### src/rtl/ukcf_pkg.sv
// Shared types and constants of the kana case folder.
// Depends on nothing; used by the front, queue, back and top level.
package ukcf_pkg;

   // Code point bounds of the kana and ASCII ranges, and the kana shift
   localparam logic [20:0] KATA_LO    = 21'h030A1;
   localparam logic [20:0] KATA_HI    = 21'h030F6;
   localparam logic [20:0] KANA_SHIFT = 21'h00060;
   localparam logic [20:0] HIRA_LO    = 21'h03041;
   localparam logic [20:0] HIRA_HI    = 21'h03096;
   localparam logic [20:0] ASCII_TOP  = 21'h00080;

   // Byte constants of the encoding
   localparam logic [7:0] HIRA_LEAD  = 8'hE3;
   localparam logic [1:0] CONT_TAG   = 2'b10;

   // Up to four output bytes caused by one input item
   typedef struct packed {
      logic [3:0][7:0] data;
      logic [1:0]      last_idx;
      logic            done;
   } burst_type;

endpackage

### src/rtl/ukcf_front.sv
// Front end: accepts input bytes, runs the UTF-8 gather/decode state and
// builds at most one burst of output bytes per item. Depends on ukcf_pkg.
module ukcf_front (
   input  logic                clock,
   input  logic                reset,
   input  logic                accept,
   input  logic [7:0]          in_byte,
   input  logic                end_of_text,
   output logic                push,
   output ukcf_pkg::burst_type push_data
);

   logic [7:0]  pend_ff [3];
   logic [7:0]  pend_in [3];
   logic [1:0]  cnt_ff, cnt_in;
   logic [2:0]  len_ff, len_in;
   logic [20:0] code_ff, code_in;

   logic [3:0][7:0] obytes;
   logic [2:0]      n;
   logic            fresh;
   logic [20:0]     code_acc;
   logic [20:0]     cp;

   function automatic logic [7:0] fold_ascii(input logic [7:0] c);
      logic [7:0] r;
      r = c;
      if (c inside {[8'h41:8'h5A]}) r = c + 8'd32;
      return r;
   endfunction

   // Decode the byte against the pending sequence and list the output bytes
   always_comb begin
      pend_in  = pend_ff;
      cnt_in   = cnt_ff;
      len_in   = len_ff;
      code_in  = code_ff;
      obytes   = '0;
      n        = 3'd0;
      fresh    = 1'b0;
      code_acc = {code_ff[14:0], in_byte[5:0]};
      cp       = code_acc;

      if (cnt_ff == 2'd0) begin
         fresh = 1'b1;
      end else if (in_byte[7:6] == ukcf_pkg::CONT_TAG) begin
         if ((({1'b0, cnt_ff} + 3'd1) >= len_ff) || (cnt_ff == 2'd3)) begin
            // complete the sequence
            if (code_acc inside {[ukcf_pkg::KATA_LO:ukcf_pkg::KATA_HI]})
               cp = code_acc - ukcf_pkg::KANA_SHIFT;
            if (cp inside {[ukcf_pkg::HIRA_LO:ukcf_pkg::HIRA_HI]}) begin
               obytes[0] = ukcf_pkg::HIRA_LEAD;
               obytes[1] = {ukcf_pkg::CONT_TAG, cp[11:6]};
               obytes[2] = {ukcf_pkg::CONT_TAG, cp[5:0]};
               n = 3'd3;
            end else if (cp < ukcf_pkg::ASCII_TOP) begin
               obytes[0] = fold_ascii(cp[7:0]);
               n = 3'd1;
            end else begin
               for (int i = 0; i < 3; i++) begin
                  if (2'(i) < cnt_ff) obytes[i] = pend_ff[i];
               end
               obytes[cnt_ff] = in_byte;
               n = {1'b0, cnt_ff} + 3'd1;
            end
            cnt_in  = 2'd0;
            len_in  = 3'd0;
            code_in = '0;
         end else begin
            // buffer the continuation byte
            pend_in[cnt_ff] = in_byte;
            cnt_in  = cnt_ff + 2'd1;
            code_in = code_acc;
         end
      end else begin
         // bad continuation: drop the pending bytes out raw, restart
         for (int i = 0; i < 3; i++) begin
            if (2'(i) < cnt_ff) obytes[i] = pend_ff[i];
         end
         n       = {1'b0, cnt_ff};
         cnt_in  = 2'd0;
         len_in  = 3'd0;
         code_in = '0;
         fresh   = 1'b1;
      end

      // handle the byte as the start of something new
      if (fresh) begin
         if (in_byte inside {[8'h00:8'h7F]}) begin
            obytes[n[1:0]] = fold_ascii(in_byte);
            n = n + 3'd1;
         end else if (in_byte inside {[8'hC0:8'hDF]}) begin
            pend_in[0] = in_byte;
            cnt_in  = 2'd1;
            len_in  = 3'd2;
            code_in = {16'b0, in_byte[4:0]};
         end else if (in_byte inside {[8'hE0:8'hEF]}) begin
            pend_in[0] = in_byte;
            cnt_in  = 2'd1;
            len_in  = 3'd3;
            code_in = {17'b0, in_byte[3:0]};
         end else if (in_byte inside {[8'hF0:8'hF7]}) begin
            pend_in[0] = in_byte;
            cnt_in  = 2'd1;
            len_in  = 3'd4;
            code_in = {18'b0, in_byte[2:0]};
         end else begin
            obytes[n[1:0]] = in_byte;
            n = n + 3'd1;
         end
      end

      // flush whatever is still pending at the end of the text
      if (end_of_text && (cnt_in != 2'd0)) begin
         for (int i = 0; i < 3; i++) begin
            if (2'(i) < cnt_in) begin
               obytes[n[1:0]] = pend_in[i];
               n = n + 3'd1;
            end
         end
         cnt_in  = 2'd0;
         len_in  = 3'd0;
         code_in = '0;
      end
   end

   assign push               = accept && (n != 3'd0);
   assign push_data.data     = obytes;
   assign push_data.last_idx = 2'(n - 3'd1);
   assign push_data.done     = end_of_text;

   // Advance the decode state on each accepted item
   always_ff @(posedge clock) begin
      if (reset) begin
         cnt_ff  <= 2'd0;
         len_ff  <= 3'd0;
         code_ff <= '0;
      end else if (accept) begin
         cnt_ff  <= cnt_in;
         len_ff  <= len_in;
         code_ff <= code_in;
      end
   end

   // Hold the buffered bytes; only written entries are ever read
   always_ff @(posedge clock) begin
      if (accept) begin
         pend_ff <= pend_in;
      end
   end

endmodule

### src/rtl/ukcf_queue.sv
// Burst queue between the front end and the output serializer.
// Depends on ukcf_pkg for the burst type.
module ukcf_queue #(
   parameter int DEPTH = 4
) (
   input  logic                clock,
   input  logic                reset,
   input  logic                push,
   input  ukcf_pkg::burst_type push_data,
   input  logic                pop,
   output logic                full,
   output logic                head_valid,
   output ukcf_pkg::burst_type head
);

   localparam int PTR_W = (DEPTH > 1) ? $clog2(DEPTH) : 1;
   localparam int CNT_W = $clog2(DEPTH + 1);

   ukcf_pkg::burst_type slot_ff [DEPTH];
   logic [PTR_W-1:0] wr_ptr_ff, rd_ptr_ff;
   logic [CNT_W-1:0] count_ff;

   assign full       = (count_ff == CNT_W'(DEPTH));
   assign head_valid = (count_ff != '0);
   assign head       = slot_ff[rd_ptr_ff];

   // Advance pointers and occupancy
   always_ff @(posedge clock) begin
      if (reset) begin
         wr_ptr_ff <= '0;
         rd_ptr_ff <= '0;
         count_ff  <= '0;
      end else begin
         if (push)
            wr_ptr_ff <= (wr_ptr_ff == PTR_W'(DEPTH - 1)) ? '0 : wr_ptr_ff + PTR_W'(1);
         if (pop)
            rd_ptr_ff <= (rd_ptr_ff == PTR_W'(DEPTH - 1)) ? '0 : rd_ptr_ff + PTR_W'(1);
         if (push && !pop)
            count_ff <= count_ff + CNT_W'(1);
         else if (pop && !push)
            count_ff <= count_ff - CNT_W'(1);
      end
   end

   // Store pushed bursts
   always_ff @(posedge clock) begin
      if (push) begin
         slot_ff[wr_ptr_ff] <= push_data;
      end
   end

endmodule

### src/rtl/ukcf_back.sv
// Output serializer: walks the head burst one byte per cycle, while the
// result is not stalled, into the result register. Depends on ukcf_pkg.
module ukcf_back (
   input  logic                clock,
   input  logic                reset,
   input  logic                head_valid,
   input  ukcf_pkg::burst_type head,
   output logic                pop,
   output logic                rsp_valid,
   input  logic                rsp_stall,
   output logic [7:0]          rsp_out_byte,
   output logic                rsp_last_of_run,
   output logic                rsp_text_done
);

   logic       valid_ff;
   logic [7:0] byte_ff;
   logic       last_ff, done_ff;
   logic [1:0] sel_ff, sel_in;
   logic       load, at_last;

   assign load    = head_valid && (!valid_ff || !rsp_stall);
   assign at_last = (sel_ff == head.last_idx);
   assign pop     = load && at_last;
   assign sel_in  = at_last ? 2'd0 : sel_ff + 2'd1;

   // Advance the byte select and output valid
   always_ff @(posedge clock) begin
      if (reset) begin
         valid_ff <= 1'b0;
         sel_ff   <= 2'd0;
      end else begin
         if (load) begin
            valid_ff <= 1'b1;
            sel_ff   <= sel_in;
         end else if (!rsp_stall) begin
            valid_ff <= 1'b0;
         end
      end
   end

   // Load the next result byte
   always_ff @(posedge clock) begin
      if (load) begin
         byte_ff <= head.data[sel_ff];
         last_ff <= at_last;
         done_ff <= at_last && head.done;
      end
   end

   assign rsp_valid       = valid_ff;
   assign rsp_out_byte    = byte_ff;
   assign rsp_last_of_run = last_ff;
   assign rsp_text_done   = done_ff;

endmodule

### src/rtl/utf8_kana_case_folder.sv
// UTF-8 folder: katakana becomes hiragana, ASCII A-Z becomes a-z, and all
// other bytes pass as written, but overlong forms of ASCII and kana are
// shortened. One input byte is accepted per cycle while the burst queue has
// room; each byte yields zero to four result bytes, and the output serializer
// delivers one result byte per cycle while rsp_stall is low. A byte with
// several results holds the serializer; QUEUE_DEPTH bursts absorb that before
// req_stall rises. Results are registered in the queue, then the result register.
module utf8_kana_case_folder #(
   parameter int QUEUE_DEPTH = 4
) (
   input  logic       clock,
   input  logic       reset,
   input  logic       req_valid,
   output logic       req_stall,
   input  logic [7:0] req_in_byte,
   input  logic       req_end_of_text,
   output logic       rsp_valid,
   input  logic       rsp_stall,
   output logic [7:0] rsp_out_byte,
   output logic       rsp_last_of_run,
   output logic       rsp_text_done
);

   logic                accept;
   logic                push, pop, full, head_valid;
   ukcf_pkg::burst_type push_data, head;

   assign req_stall = full;
   assign accept    = req_valid && !req_stall;

   // Decode and build bursts
   ukcf_front u_front (
      .clock       (clock),
      .reset       (reset),
      .accept      (accept),
      .in_byte     (req_in_byte),
      .end_of_text (req_end_of_text),
      .push        (push),
      .push_data   (push_data)
   );

   // Decouple decode from output
   ukcf_queue #(.DEPTH(QUEUE_DEPTH)) u_queue (
      .clock      (clock),
      .reset      (reset),
      .push       (push),
      .push_data  (push_data),
      .pop        (pop),
      .full       (full),
      .head_valid (head_valid),
      .head       (head)
   );

   // Serialize bursts into result bytes
   ukcf_back u_back (
      .clock           (clock),
      .reset           (reset),
      .head_valid      (head_valid),
      .head            (head),
      .pop             (pop),
      .rsp_valid       (rsp_valid),
      .rsp_stall       (rsp_stall),
      .rsp_out_byte    (rsp_out_byte),
      .rsp_last_of_run (rsp_last_of_run),
      .rsp_text_done   (rsp_text_done)
   );

endmodule

### config.mk
export PLATFORM = sky130hd
export DESIGN_NAME = utf8_kana_case_folder
export DESIGN_NICKNAME = d
export VERILOG_FILES = /design/src/rtl/ukcf_pkg.sv /design/src/rtl/ukcf_front.sv /design/src/rtl/ukcf_queue.sv /design/src/rtl/ukcf_back.sv /design/src/rtl/utf8_kana_case_folder.sv
export SDC_FILE = /design/constraint.sdc
export NUM_CORES = 1
export LEC_CHECK = 0
export ABC_AREA = 1
export BUFFER_PORTS_ARGS = -buffer_cell sky130_fd_sc_hd__buf_2
export CAP_MARGIN = 20
export CORE_MARGIN = 8
export CORE_UTILIZATION = 60
export CTS_BUF_LIST = sky130_fd_sc_hd__clkbuf_2 sky130_fd_sc_hd__clkbuf_4 sky130_fd_sc_hd__clkbuf_8
export CTS_CLUSTER_DIAMETER = 60
export DETAILED_ROUTE_END_ITERATION = 10
export PLACE_DENSITY = 0.75
export SLEW_MARGIN = 20
export SYNTH_ARGS = -nofsm -noshare
export SYNTH_HDL_FRONTEND = slang
export SYNTH_SLANG_ARGS = --single-unit
### constraint.sdc
create_clock -name clock -period 9.5 [get_ports clock]
set_input_delay 0 -clock clock [delete_from_list [all_inputs] [get_ports clock]]
set_output_delay 0 -clock clock [all_outputs]
set_load 0.02 [all_outputs]
==> results.sh, run 1 <==
export IMPL_core_area_um2=21000
export IMPL_syn_area_um2=12800
export IMPL_cts_root_buf="clkbuf_8"
export IMPL_start_util_pct=61.1
export IMPL_drv_cap=0
export IMPL_synth_distinct_cells=56
export IMPL_vdd_ir_drop_max_v=0.000155
export IMPL_rows=53
export IMPL_slowest_delay_ns=0.43
export IMPL_layout_nets=1657
export IMPL_synthCells=1601
export IMPL_slew_headroom_pct=20.0
export IMPL_grt_use_total_pct=30.7
export IMPL_power_density_nw_per_um2=202
export IMPL_synth_nets=1653
export IMPL_drive_above_1_share_pct=11.3
export IMPL_fillCellCount=1784
export IMPL_seq_area_frac_synth_pct=45.7
export IMPL_clkTransAtPathRegs_ns=0.07
export IMPL_critPathRequiredTime_ns=9.92
export IMPL_multiInputGateArea_um2=6000
export IMPL_avgSynthCellArea_um2=8.02
export IMPL_area_growth_pct=8.26
export IMPL_ant_nets=0
export IMPL_vias=11800
export IMPL_final_max_slew_viol_count=0
export IMPL_cts_buffers=34
export IMPL_stdcell_area_um2=13900
export IMPL_min_path_type="in -> reg"
export IMPL_n_antenna_cell=0
export IMPL_hpwl_mm=28.8
export IMPL_grt_pass1_wl_mm=62.8
export IMPL_synth_area_top_cells="edfxtp_1 (41%), nand2_1 (10%), o21ai_0 (6.4%), dfxtp_1 (5.0%), inv_1 (4.7%)"
export IMPL_antenna_found_initial=0
export IMPL_place_area_um2=13100
export IMPL_avgRoutedWirePerCell_um=21.6
export IMPL_fmax_mhz=140
export IMPL_portBuffers=24
export IMPL_die_area_um2=26300
export IMPL_die_h_um=162
export IMPL_setup_tns_ns=0
export IMPL_synth_async_reset_ratio_pct=0
export IMPL_synth_top_cell_by_area="edfxtp_1"
export IMPL_crit_type="reg -> reg"
export IMPL_p_leak_nw=5.74
export IMPL_synth_edf_count=174
export IMPL_synth_most_common_cell="nand2_1"
export IMPL_synth_top_cells_by_count="nand2_1 (359), edfxtp_1 (174), o21ai_0 (165)"
export IMPL_gp_congestion=1.05
export IMPL_wl_mm=41.1
export IMPL_ys_warn_count=0
export IMPL_clkLatencyLatePin_ns=0.54
export IMPL_drtPass1Iterations=6
export IMPL_cp_start_kind="register"
export IMPL_final_cells=1906
export IMPL_min_period_ns=7.15
export IMPL_via_per_inst=6.21
export IMPL_finalHoldViolations=0
export IMPL_clock_skew_ns=0.0328
export IMPL_synthDominantCellAreaShare_pct=40.7
export IMPL_critPathArrivalTime_ns=7.57
export IMPL_cts_sinks=206
export IMPL_cp_slowest_cell="nand2_2"
export IMPL_drcViolationCount=0
export IMPL_htree_levels=2
export IMPL_path_max_fanout=21
export IMPL_grt_overflow_total=0
export IMPL_cts_tree="yes"
export IMPL_grt_pass1_vias=11100
export IMPL_grt_max_degree=71
export IMPL_rsz0062_at_grt="no"
export IMPL_die_w_um=162
export IMPL_first_iter_violations=1604
export IMPL_synth_seq_cells=206
export IMPL_tightest_slew_ns=1.19
export IMPL_post_place_cells=1837
export IMPL_fin_crit_sh_pct=75.2
export IMPL_endpoint_kind="register"
export IMPL_cts_path_max_buffers=3
export IMPL_setup_violations_final=0
export IMPL_io_pin_count=25
export IMPL_crit_path_frequent_cell="nand2_1"
export IMPL_synth_flop_cell="edfxtp_1"
export IMPL_register_area_um2=5870
export IMPL_run_status="finished clean"
-- what timing repair did --
| item | CTS | global route |
|---|---|---|
| hold buffers | 4 | 0 |
| setup buffers | 0 | 0 |
| gates resized for setup | 0 | 0 |
| endpoints found under the hold margin | 29 | 0 |
-- placed cells by master, fill, tap and decap left out, types with 5 or more instances in the layout --
cell / n
o211ai_1: 18
nor2_2: 13
nor2_1: 148
buf_2: 24
edfxtp_1: 174
nand2_4: 5
nand2_1: 359
o211ai_2: 6
nor3_1: 7
o21ai_0: 165
o31ai_1: 8
inv_2: 14
nand4_1: 7
buf_4: 10
clkinv_1: 8
inv_1: 161
nand2_2: 11
nor2_4: 9
ha_1: 38
nand3_1: 93
a21oi_1: 118
xor2_1: 5
clkbuf_8: 37
o32ai_1: 7
clkbuf_4: 7
o221ai_1: 29
o22ai_1: 20
o21ai_1: 15
nand3_2: 6
o21ai_2: 5
dfxtp_1: 31
or2_2: 15
-- cells by family (layout without fill, tap and decap cells) --
logic type                 count (synthesis)  count (layout)  synth area share (%)
buffers and inverters                    252             282                  7.81
AOI/OAI and AO/OA                        419             419                  19.3
xor gates and xnor gates                   5               5                 0.341
DFF                                      206             206                  45.7
and+or+nand+nor                          680             680                  23.0
adders and majority gates                 39              39                  3.86
-- final timing paths --
kind	startpoint	to	slack, ns	cells past startpoint
worst max-delay path	u_front.code_ff[9]$_SDFFE_PP0P_	u_queue.count_ff[2]$_SDFFE_PP0P_	2.35	45
worst min-delay path	req_in_byte[5]	u_front.pend_ff[5]$_DFFE_PP_	0.02	3
worst max register to register	u_front.code_ff[9]$_SDFFE_PP0P_	u_queue.count_ff[2]$_SDFFE_PP0P_	2.35	45
worst min register to register	u_front.len_ff[2]$_SDFFE_PP0P_	u_front.len_ff[2]$_SDFFE_PP0P_	0.47	2
-- worst max-delay path, delay by kind of cell (launching register included) --
family                   cells  cell delay [ns]
AND/OR/NAND/NOR             27             3.76
adder cells (fa/ha/maj)      7             1.66
AO/OA/AOI/OAI                6             0.74
buffers and inverters        5             0.51
flip-flops                   1             0.34
-- flip-flops by register name, indices dropped and copies added (netlist names), named ones only --
register / count
u_back.rsp_last_of_run: 1
u_back.rsp_out_byte: 8
u_back.rsp_text_done: 1
u_back.rsp_valid: 1
u_back.sel_ff: 2
u_front.cnt_ff: 2
u_front.code_ff: 15
u_front.len_ff: 3
u_front.pend_ff: 24
u_queue.count_ff: 3
u_queue.rd_ptr_ff: 2
u_queue.slot_ff: 140
u_queue.wr_ptr_ff: 2
-- metrics by stage --
stage | setup slack [ns] | util (%) | total power [mW] | hold WS (ns)
after floorplan | 2.79 | - | 1.76 | 0.0694
after global placement | 2.53 | 62.3 | 2.00 | 0.291
after detailed placement | 2.44 | 62.4 | 2.02 | 0.297
after CTS | 2.40 | 65.8 | 2.79 | 0.00108
after global routing | 1.62 | 66.1 | 2.94 | 0.0496
final | 2.35 | 66.1 | 2.81 | 0.0189
-- layer usage --
layer	track usage, %	vias up	part of all wire [%]
li1	-	5509	-
met1	40.4	5480	39
met2	48.0	702	45
met3	6.05	141	11
met4	14.4	0	4.4
met5	0	-	0
-- power breakdown --
group | leakage, nW | internal [mW] | switching, mW
sequential | 1.90 | 1.14 | 0.0634
clock | 0.354 | 0.420 | 0.360
combinational | 3.49 | 0.226 | 0.596
-- cell type report --
| cell class | count | share of cell area [%] |
|---|---|---|
| well taps | 275 | 2.48 |
| flip-flops and latches | 206 | 42.2 |
| multi-input cells | 1143 | 43.2 |
| inverters | 178 | 4.88 |
| repair buffers | 42 | 2.32 |
| clock inverters | 18 | 0.873 |
| clock buffers | 44 | 4.04 |
(Power assumes the default switching activity.)
==> run 2: changes to the inputs <==
--- a/config.mk
+++ b/config.mk
@@ -9,11 +9,11 @@
 export BUFFER_PORTS_ARGS = -buffer_cell sky130_fd_sc_hd__buf_2
 export CAP_MARGIN = 20
 export CORE_MARGIN = 8
-export CORE_UTILIZATION = 60
+export CORE_UTILIZATION = 59
 export CTS_BUF_LIST = sky130_fd_sc_hd__clkbuf_2 sky130_fd_sc_hd__clkbuf_4 sky130_fd_sc_hd__clkbuf_8
 export CTS_CLUSTER_DIAMETER = 60
 export DETAILED_ROUTE_END_ITERATION = 10
-export PLACE_DENSITY = 0.75
+export PLACE_DENSITY = 0.77
 export SLEW_MARGIN = 20
 export SYNTH_ARGS = -nofsm -noshare
 export SYNTH_HDL_FRONTEND = slang
==> constraint.sdc (replaced) <==
create_clock -name clock -period 5.96 [get_ports clock]
set_input_delay 0 -clock clock [delete_from_list [all_inputs] [get_ports clock]]
set_output_delay 0 -clock clock [all_outputs]
set_load 0.02 [all_outputs]
==> run 2 against run 1 <==
Effect of this change: clock power grew 76%; sequential cell count is the same; global-route usage grew 1.5 points; clock skew grew 0.0012 ns; sequential power grew 59%; combinational power grew 68%; critical endpoint unchanged.
==> results.sh, run 2 (same netlist as run 1, synthesis figures left out) <==
export IMPL_worst_slack_ns=0.303
export IMPL_cp_num_buf_inv=5
export IMPL_wl_mm=43.6
export IMPL_avgRoutedWirePerCell_um=22.1
export IMPL_cts_buffers=35
export IMPL_min_period_ns=5.66
export IMPL_critPathArrivalTime_ns=6.06
export IMPL_p_int_mw=2.99
export IMPL_fillCellCount=1834
export IMPL_crit_family="simple AND/OR/NAND/NOR gates"
export IMPL_p_leak_nw=6.09
export IMPL_io_pin_count=25
export IMPL_min_path_type="in -> reg"
export IMPL_antenna_found_initial=0
export IMPL_crit_path_frequent_cell="nand2_2"
export IMPL_tightest_slew_ns=0.864
export IMPL_cts_sinks=206
export IMPL_htree_levels=2
export IMPL_drtPass1Iterations=6
export IMPL_globalRouteMet2Util_pct=50.0
export IMPL_swShare_pct=35.8
export IMPL_grt_pass1_wl_mm=66.3
export IMPL_fmax_mhz=177
export IMPL_area_growth_pct=13.9
export IMPL_drive_above_1_share_pct=17.2
export IMPL_clock_skew_ns=0.0340
export IMPL_crit_type="reg -> reg"
export IMPL_portBuffers=24
export IMPL_setup_tns_ns=0
export IMPL_final_max_slew_viol_count=0
export IMPL_grt_overflow_total=0
export IMPL_run_status="finished clean"
export IMPL_cp_start_kind="register"
export IMPL_top_regs="u_queue.slot_ff: 140 flops, u_front.pend_ff: 24 flops, u_front.code_ff: 15 flops"
export IMPL_grt_pass1_vias=11700
export IMPL_n_antenna_cell=0
export IMPL_path_max_fanout=6
export IMPL_cts_path_max_buffers=3
export IMPL_endpoint_kind="register"
export IMPL_core_area_um2=21600
export IMPL_largest_reg_flops=140
export IMPL_power_density_nw_per_um2=319
export IMPL_setup_violations_final=0
export IMPL_ant_nets=0
export IMPL_p_clk_share_pct=29.3
export IMPL_cts_tree="yes"
export IMPL_top_usage_layer="met2"
export IMPL_slowest_delay_ns=0.37
export IMPL_gp_congestion=1.03
export IMPL_layout_nets=1721
export IMPL_start_util_pct=59.4
export IMPL_cp_slowest_cell="fa_2"
export IMPL_clkLatencyLatePin_ns=0.54
export IMPL_via_per_inst=6.29
export IMPL_die_area_um2=26700
export IMPL_post_place_cells=1901
export IMPL_vias=12400
export IMPL_regMostFlops="u_queue.slot_ff"
export IMPL_met3_usage_pct=7.38
export IMPL_die_h_um=164
export IMPL_final_cells=1975
export IMPL_final_cell_mix="nand2_1 (345), edfxtp_1 (174), o21ai_0 (162)"
export IMPL_vdd_ir_drop_max_v=0.000190
export IMPL_dp_slack_ns=-0.0916
export IMPL_clkTransAtPathRegs_ns=0.06
export IMPL_die_w_um=164
export IMPL_layout_commonest_cell="nand2_1"
export IMPL_cts_root_buf="clkbuf_8"
export IMPL_p_switching_mw=1.67
export IMPL_first_iter_violations=1434
export IMPL_met1_usage_pct=42.2
export IMPL_drv_cap=0
export IMPL_grt_max_degree=71
export IMPL_drcViolationCount=0
export IMPL_power_frac_comb_pct=29.5
export IMPL_grt_use_total_pct=32.2
export IMPL_fin_crit_sh_pct=94.9
export IMPL_p_seq_share_pct=41.1
export IMPL_hpwl_mm=30.0
export IMPL_slew_headroom_pct=41.8
export IMPL_critPathRequiredTime_ns=6.36
export IMPL_finalHoldViolations=0
export IMPL_rows=54
[run 2: cell count changes in the layout (fill, tap and decap cells not counted), moves of 7 or more]
cell,previous run,this run
ha_1,38,31
nand2_1,359,345
buf_4,10,72
nor2_1,148,141
nand2_2,11,22
[run 2: routing by layer]
layer  part of all wire, %  up-vias
met3                    12      177
met1                    39     5779
met5                     0        -
met4                   5.1        0
li1                      -     5651
met2                    44      810
[run 2: cell type report]
cell class | instances | area, um^2 | share of cell area [%]
inverter | 178 | 681 | 4.66
timing repair buffer | 105 | 791 | 5.41
clock inverter | 18 | 174 | 1.19
tap | 280 | 350 | 2.40
sequential | 206 | 5870 | 40.2
clock buffer | 45 | 569 | 3.89
multi-input combinational | 1143 | 6180 | 42.3
[run 2: power groups by stage]
stage               clock, mW  sequential [mW]  combinational [mW]
detailed placement          0             1.94                1.32
floorplan                   0             1.96               0.843
CTS                      1.38             1.92                1.33
finish                   1.37             1.92                1.38
global route             1.45             1.93                1.50
global placement            0             1.94                1.28
[run 2: worst paths after layout]
check                                  startpoint                                to  slack (ns)  depth (start not counted)
setup reg to reg  u_front.code_ff[9]$_SDFFE_PP0P_  u_queue.count_ff[2]$_SDFFE_PP0P_        0.30                         42
hold / removal                     req_in_byte[3]    u_front.len_ff[2]$_SDFFE_PP0P_        0.08                          6
setup / recovery  u_front.code_ff[9]$_SDFFE_PP0P_  u_queue.count_ff[2]$_SDFFE_PP0P_        0.30                         42
hold reg to reg    u_front.len_ff[2]$_SDFFE_PP0P_    u_front.len_ff[2]$_SDFFE_PP0P_        0.48                          2
[run 2: what timing repair did]
| action | CTS | global route |
|---|---|---|
| resized for setup | 8 | 49 |
| pin swaps | 1 | 19 |
| endpoints found under the setup margin | 2 | 168 |
| buffers inserted | 0 | 5 |
| hold endpoints to repair | 26 | 0 |
| hold buffers | 5 | 0 |
[run 2: metrics by stage]
step | power [mW] | cell area, um^2 | hold slack [ns] | utilization (%)
after floorplan | 2.80 | 12800 | 0.0694 | -
after global placement | 3.21 | 13600 | 0.291 | 62.9
after detailed placement | 3.26 | 13600 | 0.306 | 62.9
after CTS | 4.62 | 14400 | 0.0564 | 66.6
after global routing | 4.88 | 14600 | 0.114 | 67.6
final | 4.66 | 14600 | 0.0771 | 67.6
[run 2: worst min-delay path: stages]
cell	delay [ns]
buf_2	0.15
nor2_2	0.07
nand2_1	0.10
o21ai_0	0.09
nand3_1	0.08
a21oi_1	0.06
==> run 3: changes to the inputs <==
--- a/config.mk
+++ b/config.mk
@@ -8,12 +8,14 @@
 export ABC_AREA = 1
 export BUFFER_PORTS_ARGS = -buffer_cell sky130_fd_sc_hd__buf_2
 export CAP_MARGIN = 20
+export CELL_PAD_IN_SITES_DETAIL_PLACEMENT = 2
+export CELL_PAD_IN_SITES_GLOBAL_PLACEMENT = 2
 export CORE_MARGIN = 8
-export CORE_UTILIZATION = 59
+export CORE_UTILIZATION = 36
 export CTS_BUF_LIST = sky130_fd_sc_hd__clkbuf_2 sky130_fd_sc_hd__clkbuf_4 sky130_fd_sc_hd__clkbuf_8
 export CTS_CLUSTER_DIAMETER = 60
 export DETAILED_ROUTE_END_ITERATION = 10
-export PLACE_DENSITY = 0.77
+export PLACE_DENSITY = 0.76
 export SLEW_MARGIN = 20
 export SYNTH_ARGS = -nofsm -noshare
 export SYNTH_HDL_FRONTEND = slang
==> run 3 against run 2 <==
Effect of this change: clock-buffer cell count grew 10; sequential cell count is the same; critical endpoint unchanged; critical path type unchanged; first-iteration DRC count shrank 48%; largest power group unchanged.
==> results.sh, run 3 (same netlist as run 1, synthesis figures left out) <==
export IMPL_endpoint_kind="register"
export IMPL_ant_nets=0
export IMPL_min_period_ns=5.94
export IMPL_rows=69
export IMPL_critPathRequiredTime_ns=6.42
export IMPL_min_path_type="in -> reg"
export IMPL_core_area_um2=35300
export IMPL_tightest_slew_ns=1.11
export IMPL_drive_above_1_share_pct=18.6
export IMPL_reg2reg_from="u_front.code_ff[4]$_SDFFE_PP0P_"
export IMPL_avgRoutedWirePerCell_um=25.7
export IMPL_via_per_inst=5.77
export IMPL_total_power_mw=5.14
export IMPL_cts_buffers=40
export IMPL_drv_cap=0
export IMPL_die_area_um2=42000
export IMPL_fmax_mhz=168
export IMPL_hpwl_mm=38.9
export IMPL_cp_slowest_cell="fa_2"
export IMPL_first_iter_violations=744
export IMPL_crit_path_start="u_front.code_ff[4]$_SDFFE_PP0P_"
export IMPL_drtPass1Iterations=5
export IMPL_post_place_cells=2079
export IMPL_final_cell_mix="nand2_1 (341), edfxtp_1 (174), o21ai_0 (162)"
export IMPL_io_pin_count=25
export IMPL_hold_path_startpoint="req_in_byte[4]"
export IMPL_run_status="finished clean"
export IMPL_layout_nets=1731
export IMPL_layout_commonest_cell="nand2_1"
export IMPL_area_growth_pct=18.6
export IMPL_final_cells=2168
export IMPL_vias=12500
export IMPL_cts_sinks=206
export IMPL_critPathArrivalTime_ns=6.40
export IMPL_fillCellCount=3975
export IMPL_crit_type="reg -> reg"
export IMPL_n_antenna_cell=0
export IMPL_setup_violations_final=0
export IMPL_largest_reg_flops=140
export IMPL_regMostFlops="u_queue.slot_ff"
export IMPL_cp_start_kind="register"
export IMPL_drcViolationCount=0
export IMPL_finalHoldViolations=0
export IMPL_grt_use_total_pct=25.5
export IMPL_slowest_delay_ns=0.37
export IMPL_power_density_nw_per_um2=338
export IMPL_wl_mm=55.7
export IMPL_final_max_slew_viol_count=0
export IMPL_antenna_found_initial=0
export IMPL_slew_headroom_pct=25.5
export IMPL_fin_util_pct=43.1
export IMPL_clkTransAtPathRegs_ns=0.06
export IMPL_grt_overflow_total=0
export IMPL_htree_levels=2
export IMPL_cts_tree="yes"
export IMPL_top_regs="u_queue.slot_ff: 140 flops, u_front.pend_ff: 24 flops, u_front.code_ff: 15 flops"
export IMPL_path_max_fanout=5
export IMPL_clock_skew_ns=0.0248
export IMPL_cts_path_max_buffers=3
export IMPL_grt_pass1_vias=13400
export IMPL_die_h_um=205
export IMPL_grt_pass1_wl_mm=81.9
export IMPL_portBuffers=24
export IMPL_crit_path_frequent_cell="nand2_4"
export IMPL_clkLatencyLatePin_ns=0.59
export IMPL_start_util_pct=36.4
export IMPL_fin_crit_sh_pct=99.7
export IMPL_grt_max_degree=72
export IMPL_p_leak_nw=6.26
export IMPL_vdd_ir_drop_max_v=0.000430
export IMPL_gp_congestion=0.984
export IMPL_die_w_um=205
export IMPL_cts_root_buf="clkbuf_8"
[run 3: cell types whose count changed in the layout (fill, tap and decap cells not counted), moves of 4 or more]
cell,previous run,this run
nand2_4,8,15
clkbuf_8,37,44
nand2_1,345,341
ha_4,5,9
nand2_2,22,18
nand3_1,90,86
[run 3: where the power goes]
part / internal, mW / total, mW / switching [mW]
clock network: 1.01 / 1.67 / 0.663
logic: 0.422 / 1.54 / 1.12
registers: 1.82 / 1.92 / 0.100
[run 3: what timing repair did]
item / 4_1_cts / 5_1_grt
endpoints found under the setup margin: 2 / 150
hold buffers: 6 / 0
gates resized for setup: 40 / 49
hold endpoints to repair: 33 / 0
pin swaps: 8 / 23
setup buffers: 1 / 12
[run 3: worst paths after layout]
check	slack, ns	cells after the start	end
min reg2reg	0.48	2	u_front.len_ff[1]$_SDFFE_PP0P_
max	0.02	44	u_queue.count_ff[2]$_SDFFE_PP0P_
max reg2reg	0.02	44	u_queue.count_ff[2]$_SDFFE_PP0P_
min	0.15	6	u_front.code_ff[4]$_SDFFE_PP0P_
[run 3: per-stage QoR]
step | hold slack, ns | setup slack (ns) | cell area, um^2 | setup TNS [ns]
2_1_floorplan | 0.0694 | -0.179 | 12800 | -25.00
3_5_place_dp | 0.294 | -0.365 | 13800 | -0.583
6_report | 0.146 | 0.0207 | 15200 | 0
3_3_place_gp | 0.284 | 0.0363 | 13800 | 0
4_1_cts | 0.0895 | 0.00126 | 14900 | 0
5_1_grt | 0.173 | -0.319 | 15200 | -0.370
[run 3: routing by layer]
metal	wire [um]	part of all wire [%]	track usage, %	up-vias
li1	-	-	-	5646
met1	23100	41	30.9	6367
met2	27600	50	44.4	357
met3	2630	4.7	4.11	138
met4	2390	4.3	10.4	0
met5	0	0	0	-
[run 3: layout make-up]
type,count,area [um^2],share of cell area (%)
Sequential cell,206,5870,38.6
Tap cell,461,577,3.79
Multi-Input combinational cell,1143,6330,41.6
Inverter,178,687,4.51
Clock inverter,15,228,1.50
Clock buffer,55,688,4.52
Timing Repair Buffer,110,835,5.48
[run 3: critical path, delay by kind of cell (launching register included)]
family                   cells  cell delay (ns)
adder cells (fa/ha/maj)      8             1.70
AO/OA/AOI/OAI                5             0.62
AND/OR/NAND/NOR             26             2.68
flip-flops                   1             0.35
buffers and inverters        5             0.43
